==> src/design/zcpe_pkg.sv <==
package zcpe_pkg;

    localparam int TIME_W = 32;
    localparam int POS_W = 32;
    localparam int PROD_W = TIME_W + POS_W;
    localparam int SUM_W = POS_W + 1;
    localparam int STEP_W = $clog2(TIME_W);
    localparam int CNT_W = 2;

    localparam logic [CNT_W-1:0] CROSSINGS_FOR_PERIOD = CNT_W'(3);

    typedef struct packed {
        logic                    run_start;
        logic [TIME_W-1:0]       sample_time;
        logic signed [POS_W-1:0] position;
    } sample_t;

    typedef struct packed {
        logic [TIME_W-1:0] period;
        logic              period_valid;
        logic [CNT_W-1:0]  crossings_seen;
    } result_t;

    typedef struct packed {
        logic load;
        logic eval;
        logic mul;
        logic div_init;
        logic div_step;
        logic commit;
    } dp_cmd_t;

    typedef struct packed {
        logic crossing;
        logic sum_zero;
        logic div_last;
        logic out_free;
    } dp_status_t;

endpackage

==> src/design/zcpe_ctrl.sv <==
module zcpe_ctrl (
    input  logic                clk,
    input  logic                rst_n,
    input  logic                sample_valid,
    output logic                sample_ready,
    input  zcpe_pkg::dp_status_t status,
    output zcpe_pkg::dp_cmd_t    cmd
);
    import zcpe_pkg::*;

    localparam logic [2:0] ST_IDLE  = 3'd0;
    localparam logic [2:0] ST_EVAL  = 3'd1;
    localparam logic [2:0] ST_MUL   = 3'd2;
    localparam logic [2:0] ST_DINIT = 3'd3;
    localparam logic [2:0] ST_DIV   = 3'd4;
    localparam logic [2:0] ST_DONE  = 3'd5;

    logic [2:0] state_reg;
    logic [2:0] state_next;

    always_comb
    begin
        state_next   = state_reg;
        cmd          = '0;
        sample_ready = 1'b0;
        case (state_reg)
            ST_IDLE:
            begin
                sample_ready = 1'b1;
                if (sample_valid)
                begin
                    cmd.load   = 1'b1;
                    state_next = ST_EVAL;
                end
            end
            ST_EVAL:
            begin
                cmd.eval = 1'b1;
                if (status.crossing && !status.sum_zero)
                    state_next = ST_MUL;
                else
                    state_next = ST_DONE;
            end
            ST_MUL:
            begin
                cmd.mul    = 1'b1;
                state_next = ST_DINIT;
            end
            ST_DINIT:
            begin
                cmd.div_init = 1'b1;
                state_next   = ST_DIV;
            end
            ST_DIV:
            begin
                cmd.div_step = 1'b1;
                if (status.div_last)
                    state_next = ST_DONE;
            end
            ST_DONE:
            begin
                if (status.out_free)
                begin
                    cmd.commit = 1'b1;
                    state_next = ST_IDLE;
                end
            end
            default:
            begin
                state_next = ST_IDLE;
            end
        endcase
    end

    always_ff @(posedge clk or negedge rst_n)
    begin
        if (!rst_n)
            state_reg <= ST_IDLE;
        else
            state_reg <= state_next;
    end

endmodule

==> src/design/zcpe_datapath.sv <==
module zcpe_datapath (
    input  logic                 clk,
    input  logic                 rst_n,
    input  zcpe_pkg::sample_t    sample,
    input  zcpe_pkg::dp_cmd_t    cmd,
    output zcpe_pkg::dp_status_t status,
    output logic                 result_valid,
    input  logic                 result_ready,
    output zcpe_pkg::result_t    result
);
    import zcpe_pkg::*;

    // run state
    logic [TIME_W-1:0] prev_time_reg, prev_time_next;
    logic [POS_W-1:0]  prev_pos_reg, prev_pos_next;
    logic              have_prev_reg, have_prev_next;
    logic [CNT_W-1:0]  count_reg, count_next;
    logic [TIME_W-1:0] first_reg, first_next;
    logic [TIME_W-1:0] held_reg, held_next;
    logic              out_valid_reg, out_valid_next;

    // working registers
    logic [TIME_W-1:0] cur_time_reg;
    logic [POS_W-1:0]  cur_pos_reg;
    logic              crossing_reg;
    logic              sum_zero_reg;
    logic [PROD_W-1:0] prod_reg;
    logic [SUM_W-1:0]  sum_reg;
    logic [TIME_W-1:0] base_reg;
    logic [SUM_W-1:0]  rem_reg;
    logic [TIME_W-1:0] low_reg;
    logic [TIME_W-1:0] quot_reg;
    logic [STEP_W-1:0] step_reg;
    result_t           out_data_reg;

    logic              x0_neg, x1_neg, z0, z1;
    logic [POS_W-1:0]  mag0, mag1;
    logic [SUM_W-1:0]  sum_w;
    logic              forward;
    logic [TIME_W-1:0] delta;
    logic [POS_W-1:0]  mult_sel;
    logic [TIME_W-1:0] base_sel;
    logic [SUM_W:0]    trial;
    logic              fits;
    logic [TIME_W-1:0] cross_time;
    logic [CNT_W-1:0]  count_inc;
    logic              out_free;

    assign x0_neg = prev_pos_reg[POS_W-1];
    assign x1_neg = cur_pos_reg[POS_W-1];
    assign z0     = (prev_pos_reg == '0);
    assign z1     = (cur_pos_reg == '0);
    assign mag0   = x0_neg ? (~prev_pos_reg + POS_W'(1)) : prev_pos_reg;
    assign mag1   = x1_neg ? (~cur_pos_reg + POS_W'(1)) : cur_pos_reg;
    assign sum_w  = {1'b0, mag0} + {1'b0, mag1};

    assign forward  = (cur_time_reg >= prev_time_reg);
    assign delta    = forward ? (cur_time_reg - prev_time_reg) : (prev_time_reg - cur_time_reg);
    assign mult_sel = forward ? mag0 : mag1;
    assign base_sel = forward ? prev_time_reg : cur_time_reg;

    // restoring divide, one quotient bit per cycle
    assign trial = {rem_reg, low_reg[TIME_W-1]};
    assign fits  = (trial >= {1'b0, sum_reg});

    assign cross_time = sum_zero_reg ? prev_time_reg : (base_reg + quot_reg);
    assign count_inc  = count_reg + CNT_W'(1);
    assign out_free   = !out_valid_reg || result_ready;

    assign status.crossing = have_prev_reg && (count_reg != CROSSINGS_FOR_PERIOD)
                             && (z0 || z1 || (x0_neg != x1_neg));
    assign status.sum_zero = (sum_w == '0);
    assign status.div_last = (step_reg == STEP_W'(TIME_W - 1));
    assign status.out_free = out_free;

    always_comb
    begin
        prev_time_next = prev_time_reg;
        prev_pos_next  = prev_pos_reg;
        have_prev_next = have_prev_reg;
        count_next     = count_reg;
        first_next     = first_reg;
        held_next      = held_reg;
        out_valid_next = out_valid_reg;
        if (result_ready)
            out_valid_next = 1'b0;
        if (cmd.load && sample.run_start)
        begin
            have_prev_next = 1'b0;
            count_next     = '0;
            first_next     = '0;
            held_next      = '0;
        end
        if (cmd.commit)
        begin
            if (crossing_reg)
            begin
                count_next = count_inc;
                if (count_reg == '0)
                    first_next = cross_time;
                if (count_inc == CROSSINGS_FOR_PERIOD)
                    held_next = cross_time - first_reg;
            end
            prev_time_next = cur_time_reg;
            prev_pos_next  = cur_pos_reg;
            have_prev_next = 1'b1;
            out_valid_next = 1'b1;
        end
    end

    always_ff @(posedge clk or negedge rst_n)
    begin
        if (!rst_n)
        begin
            prev_time_reg <= '0;
            prev_pos_reg  <= '0;
            have_prev_reg <= 1'b0;
            count_reg     <= '0;
            first_reg     <= '0;
            held_reg      <= '0;
            out_valid_reg <= 1'b0;
        end
        else
        begin
            prev_time_reg <= prev_time_next;
            prev_pos_reg  <= prev_pos_next;
            have_prev_reg <= have_prev_next;
            count_reg     <= count_next;
            first_reg     <= first_next;
            held_reg      <= held_next;
            out_valid_reg <= out_valid_next;
        end
    end

    always_ff @(posedge clk)
    begin
        if (cmd.load)
        begin
            cur_time_reg <= sample.sample_time;
            cur_pos_reg  <= sample.position;
        end
        if (cmd.eval)
        begin
            crossing_reg <= status.crossing;
            sum_zero_reg <= status.sum_zero;
        end
        if (cmd.mul)
        begin
            prod_reg <= PROD_W'(delta) * PROD_W'(mult_sel);
            sum_reg  <= sum_w;
            base_reg <= base_sel;
        end
        if (cmd.div_init)
        begin
            rem_reg  <= {1'b0, prod_reg[PROD_W-1:TIME_W]};
            low_reg  <= prod_reg[TIME_W-1:0];
            quot_reg <= '0;
            step_reg <= '0;
        end
        if (cmd.div_step)
        begin
            rem_reg  <= fits ? SUM_W'(trial - {1'b0, sum_reg}) : trial[SUM_W-1:0];
            low_reg  <= {low_reg[TIME_W-2:0], 1'b0};
            quot_reg <= {quot_reg[TIME_W-2:0], fits};
            step_reg <= step_reg + STEP_W'(1);
        end
        if (cmd.commit)
        begin
            out_data_reg.period_valid   <= (count_next == CROSSINGS_FOR_PERIOD);
            out_data_reg.crossings_seen <= count_next;
            out_data_reg.period         <= (count_next == CROSSINGS_FOR_PERIOD) ? held_next : '0;
        end
    end

    assign result_valid = out_valid_reg;
    assign result       = out_data_reg;

endmodule

==> src/design/zero_crossing_period_estimator_core.sv <==
// sequence: a sample with no crossing to interpolate is accepted, evaluated and committed;
// one with a crossing also goes through multiply, divider setup and a radix-2 divide before commit
// busy: a new sample is accepted only after the previous one commits; the divider yields
// one quotient bit per cycle, and a full output register holds off the commit
// reset: rst_n asynchronous, clears previous sample, crossing count, first crossing,
// held period and the output valid flag
module zero_crossing_period_estimator_core (
    input  logic              clk,
    input  logic              rst_n,
    input  logic              sample_valid,
    output logic              sample_ready,
    input  zcpe_pkg::sample_t sample,
    output logic              result_valid,
    input  logic              result_ready,
    output zcpe_pkg::result_t result
);
    import zcpe_pkg::*;

    dp_cmd_t    cmd;
    dp_status_t status;

    zcpe_ctrl u_ctrl (
        .clk          (clk),
        .rst_n        (rst_n),
        .sample_valid (sample_valid),
        .sample_ready (sample_ready),
        .status       (status),
        .cmd          (cmd)
    );

    zcpe_datapath u_datapath (
        .clk          (clk),
        .rst_n        (rst_n),
        .sample       (sample),
        .cmd          (cmd),
        .status       (status),
        .result_valid (result_valid),
        .result_ready (result_ready),
        .result       (result)
    );

    // busy after each accepted transaction
    assert property (@(posedge clk) disable iff (!rst_n)
        sample_valid && sample_ready |=> !sample_ready)
        else $error("sample accepted while block busy");

    assert property (@(posedge clk) disable iff (!rst_n)
        result_valid |-> (result.period_valid == (result.crossings_seen == CROSSINGS_FOR_PERIOD)))
        else $error("period_valid disagrees with crossing count");

    assert property (@(posedge clk) disable iff (!rst_n)
        result_valid && !result.period_valid |-> (result.period == '0))
        else $error("period nonzero before it is valid");

    assert property (@(posedge clk) disable iff (!rst_n)
        $onehot0({cmd.load, cmd.eval, cmd.mul, cmd.div_init, cmd.div_step, cmd.commit}))
        else $error("more than one datapath command at once");

endmodule

==> config.mk <==
export PLATFORM = sky130hd
export DESIGN_NAME = zero_crossing_period_estimator_core
export DESIGN_NICKNAME = d
export VERILOG_FILES = /design/src/design/zcpe_pkg.sv /design/src/design/zcpe_ctrl.sv /design/src/design/zcpe_datapath.sv /design/src/design/zero_crossing_period_estimator_core.sv
export SDC_FILE = /design/constraint.sdc
export NUM_CORES = 2
export LEC_CHECK = 0
export ABC_CLOCK_PERIOD_IN_PS = 19720
export BUFFER_PORTS_ARGS = -buffer_cell sky130_fd_sc_hd__buf_2
export CAP_MARGIN = 20
export CORE_MARGIN = 1.5
export CORE_UTILIZATION = 60
export CTS_CLUSTER_SIZE = 24
export DETAILED_ROUTE_END_ITERATION = 7
export GPL_TIMING_DRIVEN = 0
export PLACE_DENSITY = 0.74
export SKIP_CTS_REPAIR_TIMING = 1
export SLEW_MARGIN = 10
export SYNTH_ARGS = -nofsm -noshare
export SYNTH_HDL_FRONTEND = slang
export SYNTH_SLANG_ARGS = --single-unit
==> constraint.sdc <==
create_clock -name clk -period 19.72 [get_ports clk]
set_clock_uncertainty 0.2 [all_clocks]
set_input_delay 0 -clock clk [delete_from_list [all_inputs] [get_ports clk]]
set_output_delay 0 -clock clk [all_outputs]
set_load 0.03 [all_outputs]
# Yosys cells after proc, flatten, opt, wreduce, memory -nomap -nowiden
# Cells that the tools add are included.
word_totals:
  register_bits: 467
  input_bits: 69
  wordCells: 113
classes:
  add_sub_neg: 10
  multipliers: 1
  magnitude_cmp: 2
  n_eq_ne: 13
  n_mux: 44
  n_bitwise: 2
  reduce_logical: 18
ops:
  columns: ["cell", "count"]
  rows:
  - ["$mux W32", 18]
  - ["$mux W33", 3]
  - ["$sub A32 B32 Y32", 3]
  - ["$add A32 B1 Y32 const B", 2]
  - ["$logic_not A32 Y1", 2]
  - ["$mul A32 B32 Y64", 1]
  - ["$not A32 Y32", 2]
  - ["$ge A34 B33 Y1", 1]
  - ["$add A32 B32 Y33", 1]
  - ["$logic_not A33 Y1", 1]
  - ["$sub A33 B33 Y33", 1]
  - ["$add A32 B32 Y32", 1]
  - ["$ge A32 B32 Y1", 1]
  - ["$pmux W3 S6", 1]
  - ["$mux W1", 13]
  - ["$mux W3", 4]
  - ["$mux W5", 2]
  - ["$eq A3 B2 Y1 const B", 2]
  - ["$eq A3 B3 Y1 const B", 2]
  - ["$mux W2", 3]
  - ["$ne A2 B2 Y1 const B", 3]
  - ["$reduce_bool A2 Y1", 3]
  - ["$add A5 B1 Y5 const B", 1]
  - ["$eq A5 B5 Y1 const B", 1]
  - ["other kinds (11)", 18]

# Depth between registers and ports, before layout
depth:
  word_depth: 9
  mapped_depth: 48
  ltp_nobuf: 43

# Hierarchy
# From an unflattened synthesis, not the netlist that was laid out.
hier_totals:
  hier_cells: 6668
  hier_area_um2: 61298.8
modules_own_cells:
  columns: ["mod", "n_inst", "cells_each", "area_per_inst_um2", "seq_area_each_um2"]
  rows:
  - ["zcpe_datapath", 1, 6640, 61069.8, 13262.7]
  - ["zcpe_ctrl", 1, 28, 229.0, 75.1]

# Least setup slack after synthesis
# No wires, ideal clock.
synth_timing:
  kind: "register to register"
  from: "reg u_datapath.cur_time_reg[0]"
  to: "reg u_datapath.prod_reg[63], data pin"
  setup_ns: 0.260
  arrival_time_ns: 10.712
  setup_slack_ns: 8.548
  path_stages_with_launch: 42
  period_less_slack_ns: 11.172
  cell_sequence: "edfxtp_1 > inv_1 > ha_1 > inv_1 > fa_1 > a21oi_1 > o21ai_0 > a2111oi_0 > o21ai_0 > a21oi_1 > o22a_1 > mux2i_1 > nand3_1 > o41ai_1 > xnor2_1 > clkbuf_1 > nor2_1 > fa_1 > [6 not listed] > fa_1 > fa_1 > inv_1 > fa_1 > inv_1 > ha_1 > and3_1 > a221oi_1 > o41ai_1 > a31oi_1 > a31oi_1 > a211o_1 > a311oi_1 > a211oi_1 > a311o_1 > a221o_1 > a21oi_1 > xnor2_1"
synth_via:
  elab_chain_cells: 3
  word_cells_on_any_way: 6
  classes_between: "2 x add/sub; 1 x mul; 1 x order compare; 2 x mux"
synth_lines:
  columns: ["item", "line_no", "rtl"]
  rows:
  - ["start, declared", "zcpe_datapath.sv:23", "logic [TIME_W-1:0] cur_time_reg;"]
  - ["start signal, assigned", "zcpe_datapath.sv:139", "cur_time_reg <= sample.sample_time;"]
  - ["$sub A32 B32 Y32 / $ge A32 B32 Y1 (equally long branches)", "zcpe_datapath.sv:58, zcpe_datapath.sv:57", null]
  - ["$mux W32, on equally long branches", "zcpe_datapath.sv:58, zcpe_datapath.sv:59", null]
  - ["$mul A32 B32 Y64 (*)", "zcpe_datapath.sv:149", "prod_reg <= PROD_W'(delta) * PROD_W'(mult_sel);"]
  - ["end signal, assigned", "zcpe_datapath.sv:149", null]
  - ["end, declared", "zcpe_datapath.sv:27", "logic [PROD_W-1:0] prod_reg;"]
# Every way passes the cells marked *; elsewhere a longest branch is shown, timed or not.
# A chain may end at the register's enable or synchronous reset.

# Worst setup path after layout
layout_timing:
  from: "reg u_datapath.cur_time_reg[0]"
  to: "reg u_datapath.prod_reg[57], data pin"
# The elaborated chain is that of the path after synthesis.

==> flow_summary.toml <==
[floorplan]
pin_count = 106
fp.dieArea_mm2 = 0.1037
fp.coreArea_mm2 = 0.1004
die_w_um = 322.0
std_cell_rows = 116
start_util_pct = 60.78
die_h_um = 322.0

[synthesis]
yosys.area.top_type_share_pct = 29.58
share_of_the_yosys_chip_area_belonging_to_registers_pct = 21.85
post_synth_design_cell_area_mm2 = 0.06104
top_area_cells_in_the_synthesized_netlist = "fa_1, edfxtp_1, ha_1, inv_1, dfrtp_1"
yosysWarnings = 0
synth_enable_flop_cells = 331
syn_nets = 8177
synth.ff_latch_count = 467
synth_cell_types = 83
post_synth.cell_area_avg_um2 = 9.049
post_synth_inst_count = 6746
synthFlopType = "edfxtp_1"
ys_async_sr_fraction_pct = 28.91
synth.largest_area_cell = "fa_1"

[sta]
period_utilisation_layout_pct = 80.96
layout_min_cycle_time_ns = 15.97
finalSetupTns_ns = 0
rsz0062_at_grt = "no"
report.final.hold_viol_count = 0
worst_slew_pin_tran_ns = 1.334
highest_clock_rate_ghz = 0.06263
worst_slew_margin_rel_pct = 10.13
finalSetupViolations = 0
timing_max_transition_violations_final = 0

[cts]
tritoncts.num_buffers = 50
clk_root_buffer_cell = "clkbuf_16"
cts-root-to-sink-buffers = 3
clock_insertion_delay_at_the_later_pin_of_the_skew_report_ns = 0.70
cts_tree = "built"
clock_sink_count = 467
clk_transition_reported_paths_ns = 0.06
ctsHtreeMaxLevel = 2

[grt]
grt_pass1_wl_um = 321900
grt_pass1_vias = 51580
globalRouteTotalUtil_pct = 42.73
grt_antenna_before_repair = 15
grt.overflow.total = 0
grt_max_degree = 79

[place]
place.port_buffers = 105
routability_cong = 1.108
post_dp_cell_area_mm2 = 0.06414
dp.final_hpwl_um = 176600

[detailed_routing]
vias = 52160
postRouteAntennaNets = 0
avg_vias_per_cell = 6.133
totalWireLength_um = 219100
drt_first_iter_violations = 6029
firstDrtPassIters = 8
dr_drc_count = 0
route.detailed.wl_per_inst_um = 25.76

[setup_path]
critical-path-slowest-cell = "clkbuf_1"
worst-endpoint-required_ns = 19.94
critical_path_arrival_ns = 16.18
path_class = "reg -> reg"
cp.buffers_inverters = 11
slowest_delay_ns = 0.93
startpoint_type = "flop"
cp_top_family = "compound AO/OA/AOI/OAI gates"
crit_path_max_fanout = 10
critical_path.most_common_cell = "fa_1"
crit_path_end_kind = "flop"

[layout]
num-fill-cells = 8339
multi_input_area_mm2 = 0.04256
drive_above_1_share_pct = 4.681
finalInstanceArea_mm2 = 0.06718
sequential_cell_area_mm2 = 0.01334
flow.area_growth_from_synthesis_pct = 10.06
finish.net_count = 8525
flip_flop_count_of_the_largest_register_after_layout = 64

[status]
status = "complete, no violations"

[run]
cap_viol_max_count = 0

[worst_hold_path]
worstHoldPathType = "in -> reg"
metrics by stage:
step / setup WS, ns / std cells / utilization [%] / hold slack [ns]
finish: 3.754 / 8504 / 66.89 / 0.02540
global route: 3.340 / 8494 / 66.86 / 0.07645
CTS: 4.379 / 8356 / 65.49 / -0.9626
detailed placement: 4.522 / 8263 / 63.86 / -0.2321
global placement: 4.113 / 8208 / 62.99 / -0.02299
floorplan: 8.548 / 6746 / - / -0.4956
synthesized netlist by cell type, drive strengths merged (38+ instances only):
cell / number
a21oi: 276
mux2i: 42
o21ai: 301
a21o: 121
dfrtp: 135
clkbuf: 266
nand2: 888
edfxtp: 331
inv: 1118
fa: 902
nor2: 755
and2: 67
o21bai: 44
nand4: 38
buf: 38
nand3: 117
nor3: 45
xnor2: 142
nand2b: 66
ha: 460
xor2: 137
final timing paths:
check | slack [ns] | depth (start not counted) | from | end
min in group asynchronous | 0.24 | 4 | rst_n | u_datapath.held_reg[31]
min | 0.03 | 4 | result_ready | u_datapath.result_valid
min reg2reg | 0.27 | 2 | u_datapath.prod_reg[0] | u_datapath.low_reg[0]
max reg2reg | 3.75 | 43 | u_datapath.cur_time_reg[0] | u_datapath.prod_reg[57]
max in group asynchronous | 18.60 | 4 | rst_n | u_datapath.prev_pos_reg[13]
max | 3.75 | 43 | u_datapath.cur_time_reg[0] | u_datapath.prod_reg[57]
worst register-to-register path, delay by kind of cell, from the launching register on:
| family | cells | cell delay [ns] |
|---|---|---|
| XOR/XNOR | 1 | 0.42 |
| adder cells (fa/ha/maj) | 11 | 4.85 |
| AO/OA/AOI/OAI | 17 | 5.91 |
| AND/OR/NAND/NOR | 3 | 0.37 |
| buffers and inverters | 11 | 3.49 |
| flip-flops | 1 | 0.46 |
area by class of cell:
cell class / count / area share (%)
flip-flops and latches: 467 / 19.85
plain buffers: 304 / 1.740
clock inverters: 29 / 0.4637
diodes: 12 / 0.04470
well taps: 1357 / 2.527
inverters: 1118 / 6.247
clock buffers: 64 / 1.970
multi-input cells: 4857 / 63.35
repair buffers: 296 / 3.805
metal layers:
layer / vias up / global-route usage, % / share of wire [%]
li1: 22250 / - / -
met1: 25740 / 53.22 / 36
met2: 3257 / 61.93 / 42
met3: 898 / 13.88 / 13
met4: 14 / 31.98 / 9.4
met5: - / 1.608 / 0.15
cells in the final DEF, fill, tap and decap left out, types with 14 or more instances in the layout:
cell           instances
nand2_1              888
nand2b_1              66
buf_2                124
nor2_1               754
nor4_1                16
xor2_1               134
dfrtp_1              135
o21ai_0              279
edfxtp_1             331
mux2i_1               29
ha_1                 460
inv_1               1118
buf_4                 24
clkbuf_16             50
nand4_1               38
o21a_1                35
o21bai_1              44
or3_1                 32
buf_6                 15
buf_1                 18
a22o_1                32
nor2b_1               34
fa_1                 902
a211oi_1              20
and2_1                64
a31oi_1               28
a21oi_1              275
a21o_1               121
o31ai_1               35
or4_1                 15
o21ai_1               14
clkbuf_1             276
xnor2_1              130
dlygate4sd3_1        133
nor3_1                43
and3_1                34
nand3_1              117
logic make-up (layout without fill, tap and decap cells):
| family | count (synthesis) | count (layout) | share of synthesized area (%) |
|---|---|---|---|
| AO/OA/AOI/OAI | 1019 | 1019 | 10.44 |
| XOR/XNOR | 279 | 279 | 4.003 |
| adder cells (fa/ha/maj) | 1362 | 1362 | 39.01 |
| buffers and inverters | 1422 | 1811 | 8.783 |
| flip-flops | 467 | 467 | 21.85 |
| multiplexers | 46 | 46 | 0.7625 |
| other | 0 | 12 | 0 |
| AND/OR/NAND/NOR | 2151 | 2151 | 15.15 |
Power is not shown: default switching activity piles up to over one toggle a cycle in this logic, so the estimate is an artifact.
